### src/rtl/core/sbr_ram.sv
// sbr_ram: generic single write port, single read port ram
// read data is registered; no dependencies
module sbr_ram #(
   parameter int WIDTH = 8,
   parameter int DEPTH = 16
) (
   input  logic                     clock,
   input  logic                     we,
   input  logic [$clog2(DEPTH)-1:0] waddr,
   input  logic [WIDTH-1:0]         wdata,
   input  logic                     re,
   input  logic [$clog2(DEPTH)-1:0] raddr,
   output logic [WIDTH-1:0]         rdata
);

   logic [WIDTH-1:0] mem_ff [DEPTH];
   logic [WIDTH-1:0] rdata_ff;

   // write port
   always_ff @(posedge clock) begin
      if (we) begin
         mem_ff[waddr] <= wdata;
      end
   end

   // registered read port
   always_ff @(posedge clock) begin
      if (re) begin
         rdata_ff <= mem_ff[raddr];
      end
   end

   assign rdata = rdata_ff;

endmodule

### config.mk
export PLATFORM = sky130hd
export DESIGN_NAME = sbr_ram
export DESIGN_NICKNAME = d
export VERILOG_FILES = /design/src/rtl/core/sbr_ram.sv
export SDC_FILE = /design/constraint.sdc
export NUM_CORES = 1
export LEC_CHECK = 0
export ABC_CLOCK_PERIOD_IN_PS = 1700
export BUFFER_PORTS_ARGS = -buffer_cell sky130_fd_sc_hd__buf_2
export CAP_MARGIN = 20
export CORE_MARGIN = 2
export CORE_UTILIZATION = 45
export DETAILED_ROUTE_END_ITERATION = 8
export GPL_TIMING_DRIVEN = 0
export HOLD_SLACK_MARGIN = 0.03
export PLACE_DENSITY = 0.61
export REMOVE_ABC_BUFFERS = 1
export SLEW_MARGIN = 10
export SYNTH_ARGS = -nofsm -noshare
export SYNTH_HDL_FRONTEND = slang
export SYNTH_SLANG_ARGS = --single-unit
### constraint.sdc
create_clock -name clock -period 1.7 [get_ports clock]
set_input_delay 0 -clock clock [delete_from_list [all_inputs] [get_ports clock]]
set_output_delay 0 -clock clock [all_outputs]
set_load 0.02 [all_outputs]
After elaboration in Yosys (flattened, before gate mapping) --
Memory sizes are Yosys's and may differ from the RTL's. A register that Yosys moved wholly into a read port is not among the register bits. Cells that the tools add are included.
Cells by class: mux-type cells 2
Operators by type and width (count):
- $mux W1 | 2
Storage, ports and cells: register bits after elaboration 0, memory bits (writable) 128, input port bits 19, output and inout port bits 8, word-level logic and storage cells 3, memories 1
Memories:
- mem_ff | words 16, width 8, rd ports 1, clocked after memory_dff 1, write ports 1, line 16 | logic [WIDTH-1:0] mem_ff [DEPTH];

Depth between registers and ports, before layout --
depth after elaboration 2, depth in mapped cells 5, depth with buffers taken out 3

Worst setup path after synthesis --
Ideal clock, no wire load.
path type in2reg, from in waddr[2], to mem mem_ff[0][0], enable pin, library setup time 0.383 ns, data arrival time 1.110 ns, required time 1.317 ns, path slack 0.207 ns, cell stages on the path 2, path buffers 0, cells stage by stage or3b_2 -> nor3_1
RTL lines:
- start: declaration | line 9 | input logic [$clog2(DEPTH)-1:0] waddr,
- end: declaration | line 16
Straight into the memory's write port.

==> impl_metrics.yaml <==
sta:
  rsz0062_at_grt: "no"
  fin_crit_sh: 0.915
  fin_skew_ns: 0.0132
  drv_slew: 0
  setup_tns_ns: 0
  min_period_ns: 1.56
  slew_headroom: 0.290
  fmax_ghz: 0.643
  worst_pin_slew_ns: 1.06
  final-setup-viol-count: 0
  hold_viol_final: 0
critical_path:
  worst-path-buf-inv: 0
  cp_max_fo: 1
  required_ns: 1.83
  worstPathArrival_ns: 1.68
  endpoint_kind: "flip-flop"
  r2r-end: "rdata[1]$_DFFE_PP_"
  path_class: "flip-flop to flip-flop"
  cp-start-kind: "flip-flop"
  max_stage_delay_ns: 0.51
  cp_cell_sequence: "mux4_1, a22oi_1, nand2_1"
  r2r_cells: 3
  r2r_start: "mem_ff[10][1]$_DFFE_PP_"
  cp_top_family: "multiplexers"
  rrSetupSlack_ns: 0.14
  cpMaxStageDelayCell: "mux4_1"
floorplan:
  die_area_sq_um: 12500
  ios: 27
  core_sq_um: 11400
  chipWidth_um: 112
  rows: 39
  initial_core_util: 0.460
  die_y_um: 112
yosys:
  ys_seq_area_frac: 0.781
  synth_cells: 229
  synthArstFlopShare: 0
  syn_area_sq_um: 5230
  syn_avg_cell_area_sq_um: 22.8
  synth_enable_flop_cells: 136
  synth.most_common_cell: "edfxtp_1"
  ys_types: 18
  synth_seq_cells: 136
  yosysWarnings: 0
  synth_area_leaders: "edfxtp_1, mux4_2, mux4_1"
  yosysTopAreaCellShare: 0.781
  synth_top_cell_by_area: "edfxtp_1"
  synth_top_flop_cell: "edfxtp_1"
  synthTopCellsByCount: "edfxtp_1, mux4_2, a22oi_1"
power:
  vdd_drop_max_uv: 537
  p_int_mw: 6.49
  p_comb_frac: 0.045
  swShare: 0.186
  p_sw_mw: 1.48
  seqPwrFrac: 0.476
  p_per_area_nw_per_um2: 1290
  p_leak_nw: 2.05
  p_clk_frac: 0.479
route:
  drtAntennaViolNets: 0
  firstDrtPassIters: 4
  num_vias: 2409
  met2_length_um: 4500
  viasPerCell: 5.60
  drt_wl_total_um: 9650
  drc: 0
  first_iter_violations: 208
  met3WireLength_um: 775
  met1_length_um: 4290
  wire_per_inst_um: 22.4
  top_layer: "met4"
global_route:
  grt_max_degree: 33
  grt_antenna_before_repair: 0
  grt_pass1_wl_um: 14800
  grt_use_total: 0.167
  grt_overflow: 0
  first_global_vias: 2514
final_layout:
  fin_nets: 293
  fillers: 865
  drive_gt1_frac: 0.254
  final_util: 0.544
  instances_no_fill: 430
  area_delta_synth_final_pct: 18.4
  antenna_cells: 0
worst_hold_path:
  hold_path_end: "mem_ff[12][1]$_DFFE_PP_"
  hp-class: "input pin to flip-flop"
  hold_start: "waddr[0]"
  hold_depth: 2
placement:
  hpwl_um: 5880
  portBuffers: 26
  dp_cells: 389
  place_congestion: 0.707
clock_network:
  cts_made_buffers: 17
  cts-root-buf: "clkbuf_16"
  postCtsSetupRepairBufs: 0
  clockBufferDepth: 2
  cts-htree-levels: 4
  path_clk_slew_ns: 0.06
  clkSinkCount: 136
  clk_latency_ns: 0.41
  cts_tree: "done"
run:
  drv_cap: 0
status:
  status: "completed"
## through the flow
step                      area, sq um  hold slack, ns  power (mW)  setup slack, ns
after floorplan                  5140          0.0989        4.03            0.207
after global placement           5450           0.339        4.20           -0.577
after detailed placement         5480           0.359        4.22           -0.564
after CTS                        6190          0.0974        8.04            0.115
after global routing             6190           0.116        8.22           0.0965
final                            6190           0.100        7.98            0.145
## flip-flops by register name (all words and copies together), names as in the netlist
register,count
rdata,8
mem_ff,128
## cell families (layout without fill, tap and decap cells)
group,after synthesis,in the layout,share of synthesized area
compound gates,16,16,0.0230
buf+inv,10,68,0.0165
mux,32,32,0.148
simple gates,35,35,0.0314
flops,136,136,0.781
## cells in the final DEF, fill, tap and decap left out, types with 2 or more instances in the layout
cell type and n:
edfxtp_1 136, buf_2 25, mux4_2 18, clkbuf_16 17
a22oi_1 16, mux4_1 14, nor2_1 13, nand2_1 9
dlygate4sd3_1 9, clkinv_1 6, bufinv_16 5, nor3_2 4
clkbuf_1 3, nand3b_1 2, nand2b_1 2, buf_4 2
## layer usage
metal	track usage	vias to the layer above
li1	-	1075
met1	0.241	1238
met2	0.242	89
met3	0.0626	7
met4	0.0461	0
met5	0	-
## power by group through the flow
stage               Sequential, mW  Combinational, mW  Clock (mW)
floorplan                     3.88              0.151           0
global placement              3.86              0.341           0
detailed placement            3.86              0.351           0
CTS                           3.80              0.368        3.87
global route                  3.80              0.393        4.03
finish                        3.80              0.359        3.82
## area by class of cell
class                   count  area (sq um)  area share
well taps                 143           179      0.0289
repair buffers             36           230      0.0372
clock buffers              20           437      0.0706
clock inverters            12           180      0.0291
multi-input cells          83          1080       0.174
flip-flops and latches    136          4080       0.660
## worst max path at each step
stage / from / depth (start not counted) / to / slack, ns
floorplan: waddr[2] / 2 / mem_ff[0][0]$_DFFE_PP_ / 0.21
global placement: raddr[0] / 4 / rdata[1]$_DFFE_PP_ / -0.58
detailed placement: raddr[0] / 4 / rdata[0]$_DFFE_PP_ / -0.56
CTS: mem_ff[10][1]$_DFFE_PP_ / 3 / rdata[1]$_DFFE_PP_ / 0.11
global route: mem_ff[9][1]$_DFFE_PP_ / 3 / rdata[1]$_DFFE_PP_ / 0.1
finish: mem_ff[10][1]$_DFFE_PP_ / 3 / rdata[1]$_DFFE_PP_ / 0.14
## timing repair
item,in CTS,in global routing
endpoints found under the hold margin,136,0
resized for setup,1,0
hold buffers,9,0
setup endpoints to repair,5,0
No activity file was read; power rests on OpenSTA's default activity.
