[config.mk]
export PLATFORM = sky130hd
export DESIGN_NAME = sbr_ctrl
export DESIGN_NICKNAME = d
export VERILOG_FILES = /design/src/rtl/core/sbr_pkg.sv /design/src/rtl/core/sbr_ctrl.sv
export SDC_FILE = /design/constraint.sdc
export NUM_CORES = 1
export LEC_CHECK = 0
export ABC_CLOCK_PERIOD_IN_PS = 1500
export BUFFER_PORTS_ARGS = -buffer_cell sky130_fd_sc_hd__clkbuf_2
export CAP_MARGIN = 15
export CORE_UTILIZATION = 44
export DETAILED_ROUTE_END_ITERATION = 10
export PLACE_DENSITY = 0.86
export SLEW_MARGIN = 20
export SYNTH_ARGS = -nofsm -noshare
export SYNTH_HDL_FRONTEND = slang
export SYNTH_SLANG_ARGS = --single-unit
[constraint.sdc]
create_clock -name clock -period 1.5 [get_ports clock]
set_input_delay 0.075 -clock clock [delete_from_list [all_inputs] [get_ports clock]]
set_output_delay 0.075 -clock clock [all_outputs]
set_load 0.02 [all_outputs]
[src/rtl/core/sbr_pkg.sv]
// sbr_pkg: types and constants shared by the spi slave register bridge
// holds item structs, the memory request struct and the store geometry
// no dependencies
package sbr_pkg;

   // store geometry
   localparam int BYTE_REG_COUNT   = 16;
   localparam int WORD_STORE_DEPTH = 256;
   localparam int BYTE_AW          = $clog2(BYTE_REG_COUNT);
   localparam int WORD_AW          = $clog2(WORD_STORE_DEPTH);

   // command byte fields
   localparam int RD_BIT      = 7;
   localparam int AUTOINC_BIT = 6;

   // slot numbers within a frame
   localparam logic [2:0] SLOT_CMD     = 3'd0;
   localparam logic [2:0] SLOT_ADDR_HI = 3'd1;
   localparam logic [2:0] SLOT_ADDR_LO = 3'd2;
   localparam logic [2:0] SLOT_MAX     = 3'd5;

   // last byte lane of a word
   localparam logic [1:0] LANE_LAST = 2'd3;

   // configuration
   localparam logic [7:0] ID_RESET          = 8'hA5;
   localparam logic       CSR_PROTOCOL_MODE = 1'b0;
   localparam logic       CSR_ID_VALUE      = 1'b1;
   localparam logic       MODE_BYTE         = 1'b0;

   // what the miso byte of an item is made of
   typedef enum logic [1:0] {
      KIND_ZERO,
      KIND_ID,
      KIND_BYTE_READ,
      KIND_WORD_READ
   } sbr_kind_type;

   typedef struct packed {
      logic       frame_start;
      logic [7:0] mosi_byte;
   } sbr_req_type;

   typedef struct packed {
      logic [7:0] miso_byte;
      logic       read_data_valid;
      logic       write_committed;
   } sbr_rsp_type;

   // memory accesses and result description of one accepted item
   typedef struct packed {
      logic               byte_we;
      logic               byte_re;
      logic [BYTE_AW-1:0] byte_addr;
      logic [7:0]         byte_wdata;
      logic               word_we;
      logic               word_re;
      logic [WORD_AW-1:0] word_addr;
      logic [31:0]        word_wdata;
      sbr_kind_type       kind;
      logic [1:0]         lane;
      logic               commit;
   } sbr_op_type;

endpackage

[src/rtl/core/sbr_ctrl.sv]
// sbr_ctrl: frame sequencer of the spi slave register bridge
// tracks slot, command, address pointer and write word; issues store accesses
// depends on sbr_pkg
module sbr_ctrl
   import sbr_pkg::*;
(
   input  logic        clock,
   input  logic        reset,
   input  logic        accept,
   input  sbr_req_type req_item,
   input  logic        protocol_mode,
   input  logic [7:0]  id_value,
   output sbr_op_type  op,
   output logic [7:0]  id_byte
);

   logic [2:0]  slot_ff, slot_in;
   logic [7:0]  cmd_ff, cmd_in;
   logic [15:0] ptr_ff, ptr_in;
   logic [31:0] asm_ff, asm_in;
   logic [1:0]  lane_ff, lane_in;

   logic [2:0]         slot;
   logic [BYTE_AW-1:0] byte_addr;
   logic [WORD_AW-1:0] word_addr;
   logic [WORD_AW-1:0] word_addr_inc;
   logic [15:0]        addr_full;
   logic [31:0]        asm_next;

   assign id_byte = id_value;

   // current slot and derived addresses
   always_comb begin
      slot          = req_item.frame_start ? SLOT_CMD : slot_ff;
      byte_addr     = ptr_ff[BYTE_AW-1:0];
      word_addr     = ptr_ff[WORD_AW-1:0];
      word_addr_inc = word_addr + 1'b1;
      addr_full     = {ptr_ff[15:8], req_item.mosi_byte};
      asm_next      = {asm_ff[23:0], req_item.mosi_byte};
   end

   // slot decode, next state and store accesses
   always_comb begin
      slot_in = (slot < SLOT_MAX) ? slot + 3'd1 : SLOT_MAX;
      cmd_in  = cmd_ff;
      ptr_in  = ptr_ff;
      asm_in  = asm_ff;
      lane_in = lane_ff;

      op            = '0;
      op.kind       = KIND_ZERO;
      op.byte_addr  = byte_addr;
      op.byte_wdata = req_item.mosi_byte;
      op.word_addr  = word_addr;
      op.word_wdata = asm_next;
      op.lane       = lane_ff;

      if (slot == SLOT_CMD) begin
         // command slot: id out, frame state restarts
         op.kind = KIND_ID;
         cmd_in  = req_item.mosi_byte;
         lane_in = 2'd0;
         asm_in  = '0;
         ptr_in  = '0;
         ptr_in[BYTE_AW-1:0] = req_item.mosi_byte[BYTE_AW-1:0];
      end else if (protocol_mode == MODE_BYTE) begin
         // byte register access with auto-increment
         if (cmd_ff[RD_BIT]) begin
            op.kind    = KIND_BYTE_READ;
            op.byte_re = accept;
         end else begin
            op.byte_we = accept;
            op.commit  = 1'b1;
         end
         ptr_in = '0;
         ptr_in[BYTE_AW-1:0] = byte_addr + 1'b1;
      end else if (slot == SLOT_ADDR_HI) begin
         ptr_in  = {req_item.mosi_byte, 8'h00};
         lane_in = 2'd0;
      end else if (slot == SLOT_ADDR_LO) begin
         ptr_in  = '0;
         ptr_in[WORD_AW-1:0] = addr_full[WORD_AW-1:0];
         lane_in = 2'd0;
      end else if (cmd_ff[RD_BIT]) begin
         // word read, after two dummy slots
         if (slot >= SLOT_MAX) begin
            op.kind    = KIND_WORD_READ;
            op.word_re = accept;
            if (lane_ff == LANE_LAST && cmd_ff[AUTOINC_BIT]) begin
               ptr_in = '0;
               ptr_in[WORD_AW-1:0] = word_addr_inc;
            end
            lane_in = lane_ff + 2'd1;
         end
      end else begin
         // word write, stored on the last byte of the word
         asm_in = asm_next;
         if (lane_ff == LANE_LAST) begin
            op.word_we = accept;
            op.commit  = 1'b1;
            if (cmd_ff[AUTOINC_BIT]) begin
               ptr_in = '0;
               ptr_in[WORD_AW-1:0] = word_addr_inc;
            end
         end
         lane_in = lane_ff + 2'd1;
      end
   end

   // frame state registers
   always_ff @(posedge clock) begin
      if (reset) begin
         slot_ff <= SLOT_CMD;
         cmd_ff  <= '0;
         ptr_ff  <= '0;
         asm_ff  <= '0;
         lane_ff <= '0;
      end else if (accept) begin
         slot_ff <= slot_in;
         cmd_ff  <= cmd_in;
         ptr_ff  <= ptr_in;
         asm_ff  <= asm_in;
         lane_ff <= lane_in;
      end
   end

endmodule

======== Word-level counts from Yosys, hierarchy flattened ========
Index checks and enable logic that the tools add are counted.
word-level totals
  register bits ........................... 45
  output and inout port bits .............. 69
  word-level logic and storage cells ...... 77
cells by class
  add/sub/neg operators ................... 4
  order comparisons ....................... 2
  eq/ne operators ......................... 11
  muxes and demuxes ....................... 48
  reduce and logical (&&, ||, !) cells .... 7
operators by type and width
  cell                                                       number
  2-to-1 mux 24 bit                                          5
  2-to-1 mux 8 bit                                           9
  2-to-1 mux 2 bit                                           19
  2-to-1 mux 1 bit                                           13
  inequality test 6 x 1 -> 1 bit (second input constant)     2
  inequality test 6 x 2 -> 1 bit (second input constant)     2
  AND reduction 5 bit                                        2
  adder 8 x 1 -> 8 bit (second input constant)               1
  2-to-1 mux 3 bit                                           2
  inequality test 5 x 1 -> 1 bit (second input constant)     1
  adder 4 x 1 -> 4 bit (second input constant)               1
  inequality test 2 bit (second input constant)              2
  adder 3 x 1 -> 3 bit (second input constant)               1
  == test 3 x 1 -> 1 bit (second input constant)             1
  == test 3 x 2 -> 1 bit (second input constant)             1
  greater-or-equal comparator 3 bit (second input constant)  1
  logical NOT 3 bit                                          1
  less-than comparator 3 bit (second input constant)         1
  AND reduction 3 bit                                        1
  adder 2 x 1 -> 2 bit (second input constant)               1
  == test 2 bit (second input constant)                      1
  inequality test 2 x 1 -> 1 bit (second input constant)     1
  AND reduction 2 bit                                        1
  nonzero test 2 bit                                         1
  logical AND 1 bit                                          1

======== Longest topological paths before layout ========
  word-level depth ........................ 9
  depth in mapped cells ................... 7
  gate-level depth less buffers ........... 6

======== Worst setup path before layout ========
OpenSTA, ideal clock, no wires.
  path type ............................... reg2out
  start ................................... reg slot_ff[0]
  end ..................................... out op[46] in the netlist's numbering
  data arrival time ....................... 1.415 ns
  setup slack ............................. 0.010 ns
  stages on the path, launching flop included .. 5
  path buffers ............................ 0
  cells stage by stage .................... dfxtp_1 nor3_1 nor2_1 nand2_1 nor3_1
RTL lines
  item                    RTL line         source
  start, declared         sbr_ctrl.sv:17   logic [2:0] slot_ff, slot_in;
  start signal, assigned  sbr_ctrl.sv:119  slot_ff <= slot_in;
  end, declared           sbr_ctrl.sv:13   output sbr_op_type op,

======== Worst setup path after layout ========
  start ................................... reg slot_ff[2]
  end ..................................... reg asm_ff[15]
between the ends
  longest elaborated chain between the ends .. 4
ends and longest elaborated chain
  item                                                           RTL line         source
  2-to-1 mux 3 bit *                                             sbr_ctrl.sv:34   slot = req_item.frame_start ? SLOT_CMD : slot_ff;
  == test 3 x 2 -> 1 bit, or another cell as far along           sbr_ctrl.sv:80   end else if (slot == SLOT_ADDR_LO) begin
  inequality test 2 bit (no line), or another cell as far along  n/a
  AND reduction 5 bit (no line)                                  n/a
  end signal, assigned                                           sbr_ctrl.sv:122  asm_ff <= asm_in;
  end, declared                                                  sbr_ctrl.sv:20   logic [31:0] asm_ff, asm_in;
Every way passes the cells marked *; elsewhere a longest branch is shown, timed or not.
A chain may end at the register's enable or synchronous reset.

==> impl_metrics.py <==
metrics = {
    "final_layout": {
        "n_fill_cell": 364,
        "n_antenna_cell": 0,
        "synthToLayoutAreaGrowth_pct": 31.67,
        "ff_latch_area_um2": 793.3,
        "multi_input_area_um2": 1265,
        "layout-drive-gt1-share": 0.4527,
        "finish.utilization": 0.6212,
        "nets": 371,
    },
    "power": {
        "power.density_nw_per_um2": 810.3,
        "swShare": 0.2857,
        "ir_drop_uv": 414.9,
        "p_leak_nw": 1.229,
        "p_sw_uw": 697.3,
        "p_clk_frac": 0.362,
        "p_int_mw": 1.743,
        "combPwrFrac": 0.199,
        "seqPwrFrac": 0.439,
    },
    "die": {
        "die_w_um": 74.10,
        "die_y_um": 74.10,
        "start_util": 0.4717,
        "dieArea_um2": 5491,
        "core.rowCount": 25,
        "core_area_um2": 4848,
        "io_pins": 90,
    },
    "synthesis": {
        "synth_top_area_share": 0.3414,
        "synth_cell_type_count": 54,
        "netlist_area_um2": 2287,
        "synth-async-reset-ratio": 0,
        "synth-seq-area-share": 0.3414,
        "yosys_warnings": 0,
        "synth-edff-count": 0,
        "netlist_instances": 279,
        "syn_nets": 302,
        "syn_avg_cell_area_um2": 8.198,
        "synth-seq-cells": 39,
        "synth_top_area_cell": "dfxtp_1",
        "synth_area_leaders": "dfxtp_1 34%, buf_4 10%, nand4_1 6.8%",
        "synth_common_cells": "39 x dfxtp_1, 37 x nand2_1, 31 x buf_4, 28 x a21oi_1, 25 x nand4_1",
        "ys.flop_type": "dfxtp_1",
        "synthMostInstantiatedCell": "dfxtp_1",
    },
    "worst_setup_path": {
        "path_class": "flip-flop to flip-flop",
        "ff2ff_setup_slack_ns": -0.12,
        "cp-start-kind": "flip-flop",
        "worst_setup_path_end_kind": "flip-flop",
        "worstPathMaxFanout": 6,
        "required_ns": 1.72,
        "arrival_ns": 1.84,
    },
    "sta": {
        "fmax_mhz": 617.2,
        "whs_ns": 0.08113,
        "setup_viol": 35,
        "finalWorstSetupSlack_ns": -0.1204,
        "final.min_clock_period_ns": 1.620,
        "finalCritPeriodShare": 1.080,
        "slew_headroom": 0.7190,
        "fin_setup_tns_ns": -2.105,
        "hold_viol_final": 0,
        "rsz0062_at_grt": "true",
        "maxSlewViolCount": 0,
        "skew_ns": 0.009736,
        "worst_slew_pin_slew_ns": 0.4214,
    },
    "global_route": {
        "grt_pass1_vias": 2020,
        "grt_pass1_wl_um": 9715,
        "grt_use_total": 0.2322,
        "gr-total-overflow": 0,
        "grt_antenna_before_repair": 0,
        "grt_max_degree": 25,
    },
    "clock_network": {
        "clock_sinks": 39,
        "cts_buffer_depth": 2,
        "clockRootBuffer": "clkbuf_8",
        "cts_tree": "built",
        "clkTransAtPathRegs_ns": 0.08,
        "cts.htree.levels": 2,
        "cts_buffers": 5,
        "clkLatencyLatePin_ns": 0.29,
    },
    "routing": {
        "drc": 0,
        "wl_um": 6950,
        "firstDrtPassIters": 4,
        "first_iter_violations": 358,
        "post_drt_wl_per_cell_um": 16.71,
        "detail-route-antenna-nets": 0,
        "via_per_inst": 5.740,
        "vias": 2388,
    },
    "flow_run": {
        "maxCapViolations": 0,
    },
    "placement": {
        "io_buffers": 73,
        "place_congestion": 0.8185,
        "dp_slack_ns": -0.1259,
        "dp_hpwl_um": 4098,
    },
    "status": {
        "violations": "setup timing",
        "run_status": "complete, but fails checks",
    },
    "worst_hold_path": {
        "holdCritPathClass": "primary input to flip-flop",
    },
}
-- sequential cells by signal (all words and copies together), names as in the netlist --
| signal | count |
|---|---|
| lane_ff | 2 |
| slot_ff | 3 |
| cmd_ff | 2 |
| ptr_ff | 8 |
| asm_ff | 24 |
-- final timing paths --
| path | cells past startpoint | to | start |
|---|---|---|---|
| setup / recovery | 7 | asm_ff[15] | slot_ff[2] |
| hold / removal | 3 | asm_ff[1] | req_item[1] |
| setup reg to reg | 7 | asm_ff[15] | slot_ff[2] |
| hold reg to reg | 2 | asm_ff[17] | asm_ff[17] |
-- stage by stage --
| stage | power (mW) | area, µm² | instances |
|---|---|---|---|
| after CTS | 2.382 | 2865 | 409 |
| after detailed placement | 1.476 | 2571 | 391 |
| after global placement | 1.467 | 2571 | 391 |
| final | 2.440 | 3012 | 416 |
| after floorplan | 1.422 | 2287 | 279 |
| after global routing | 2.526 | 3012 | 416 |
-- critical path, cell delays in order, from the launching register on --
cell,delay [ns]
dfxtp_4,0.39
nor3_2,0.07
or2_1,0.25
buf_6,0.13
o21ai_4,0.28
clkbuf_16,0.22
nand2_1,0.06
a21oi_1,0.14
-- cell families (layout without fill, tap and decap cells) --
logic type	Yosys count	count (layout)	synth area share
muxes	4	4	0.01751
adders and majority gates	2	2	0.01094
DFF	39	39	0.3414
AOI/OAI and AO/OA	65	66	0.2035
and+or+nand+nor	110	110	0.2549
xor gates and xnor gates	4	4	0.01532
buffers and inverters	55	124	0.1564
-- power groups by stage --
stage / clock, mW / sequential (mW) / combinational, mW
finish: 0.883 / 1.07 / 0.485
floorplan: 0 / 1.10 / 0.318
global route: 0.939 / 1.07 / 0.511
CTS: 0.885 / 1.07 / 0.425
detailed placement: 0 / 1.10 / 0.376
global placement: 0 / 1.10 / 0.368
-- area by class of cell --
| class | instances | area share |
|---|---|---|
| Inverter | 6 | 0.007478 |
| Clock inverter | 3 | 0.01454 |
| Timing Repair Buffer | 110 | 0.2439 |
| Tap cell | 67 | 0.02784 |
| Multi-Input combinational cell | 186 | 0.4200 |
| Sequential cell | 39 | 0.2634 |
| Clock buffer | 5 | 0.02285 |
-- per-layer routing --
layer	up-vias	wire length, µm	track usage
met5	-	0	0
li1	1097	-	-
met4	0	189	0.1111
met3	24	455	0.04201
met2	118	3418	0.3717
met1	1149	2887	0.3020
-- cells in the final DEF (no fill, tap or decap), types with 4 or more instances in the layout --
cell type  instances
a211oi_2           4
a21oi_1           18
a21oi_2           10
and2_1             4
buf_4             28
buf_6              7
clkbuf_2          71
clkbuf_8           5
dfxtp_1           35
inv_1              6
mux2i_1            4
nand2_1           36
nand2b_1           4
nand4_1           25
nor2_1            11
nor2_2             6
o21ai_0            4
o2bb2ai_1          5
-- timing repair --
action / 4_1_cts / 5_1_grt
pin swaps: 4 / 8
hold buffers: 0 / 0
resized for setup: 29 / 17
setup endpoints to repair: 29 / 39
gates cloned: 1 / 3
setup buffers: 9 / 4
No activity file was read; power rests on OpenSTA's default activity.
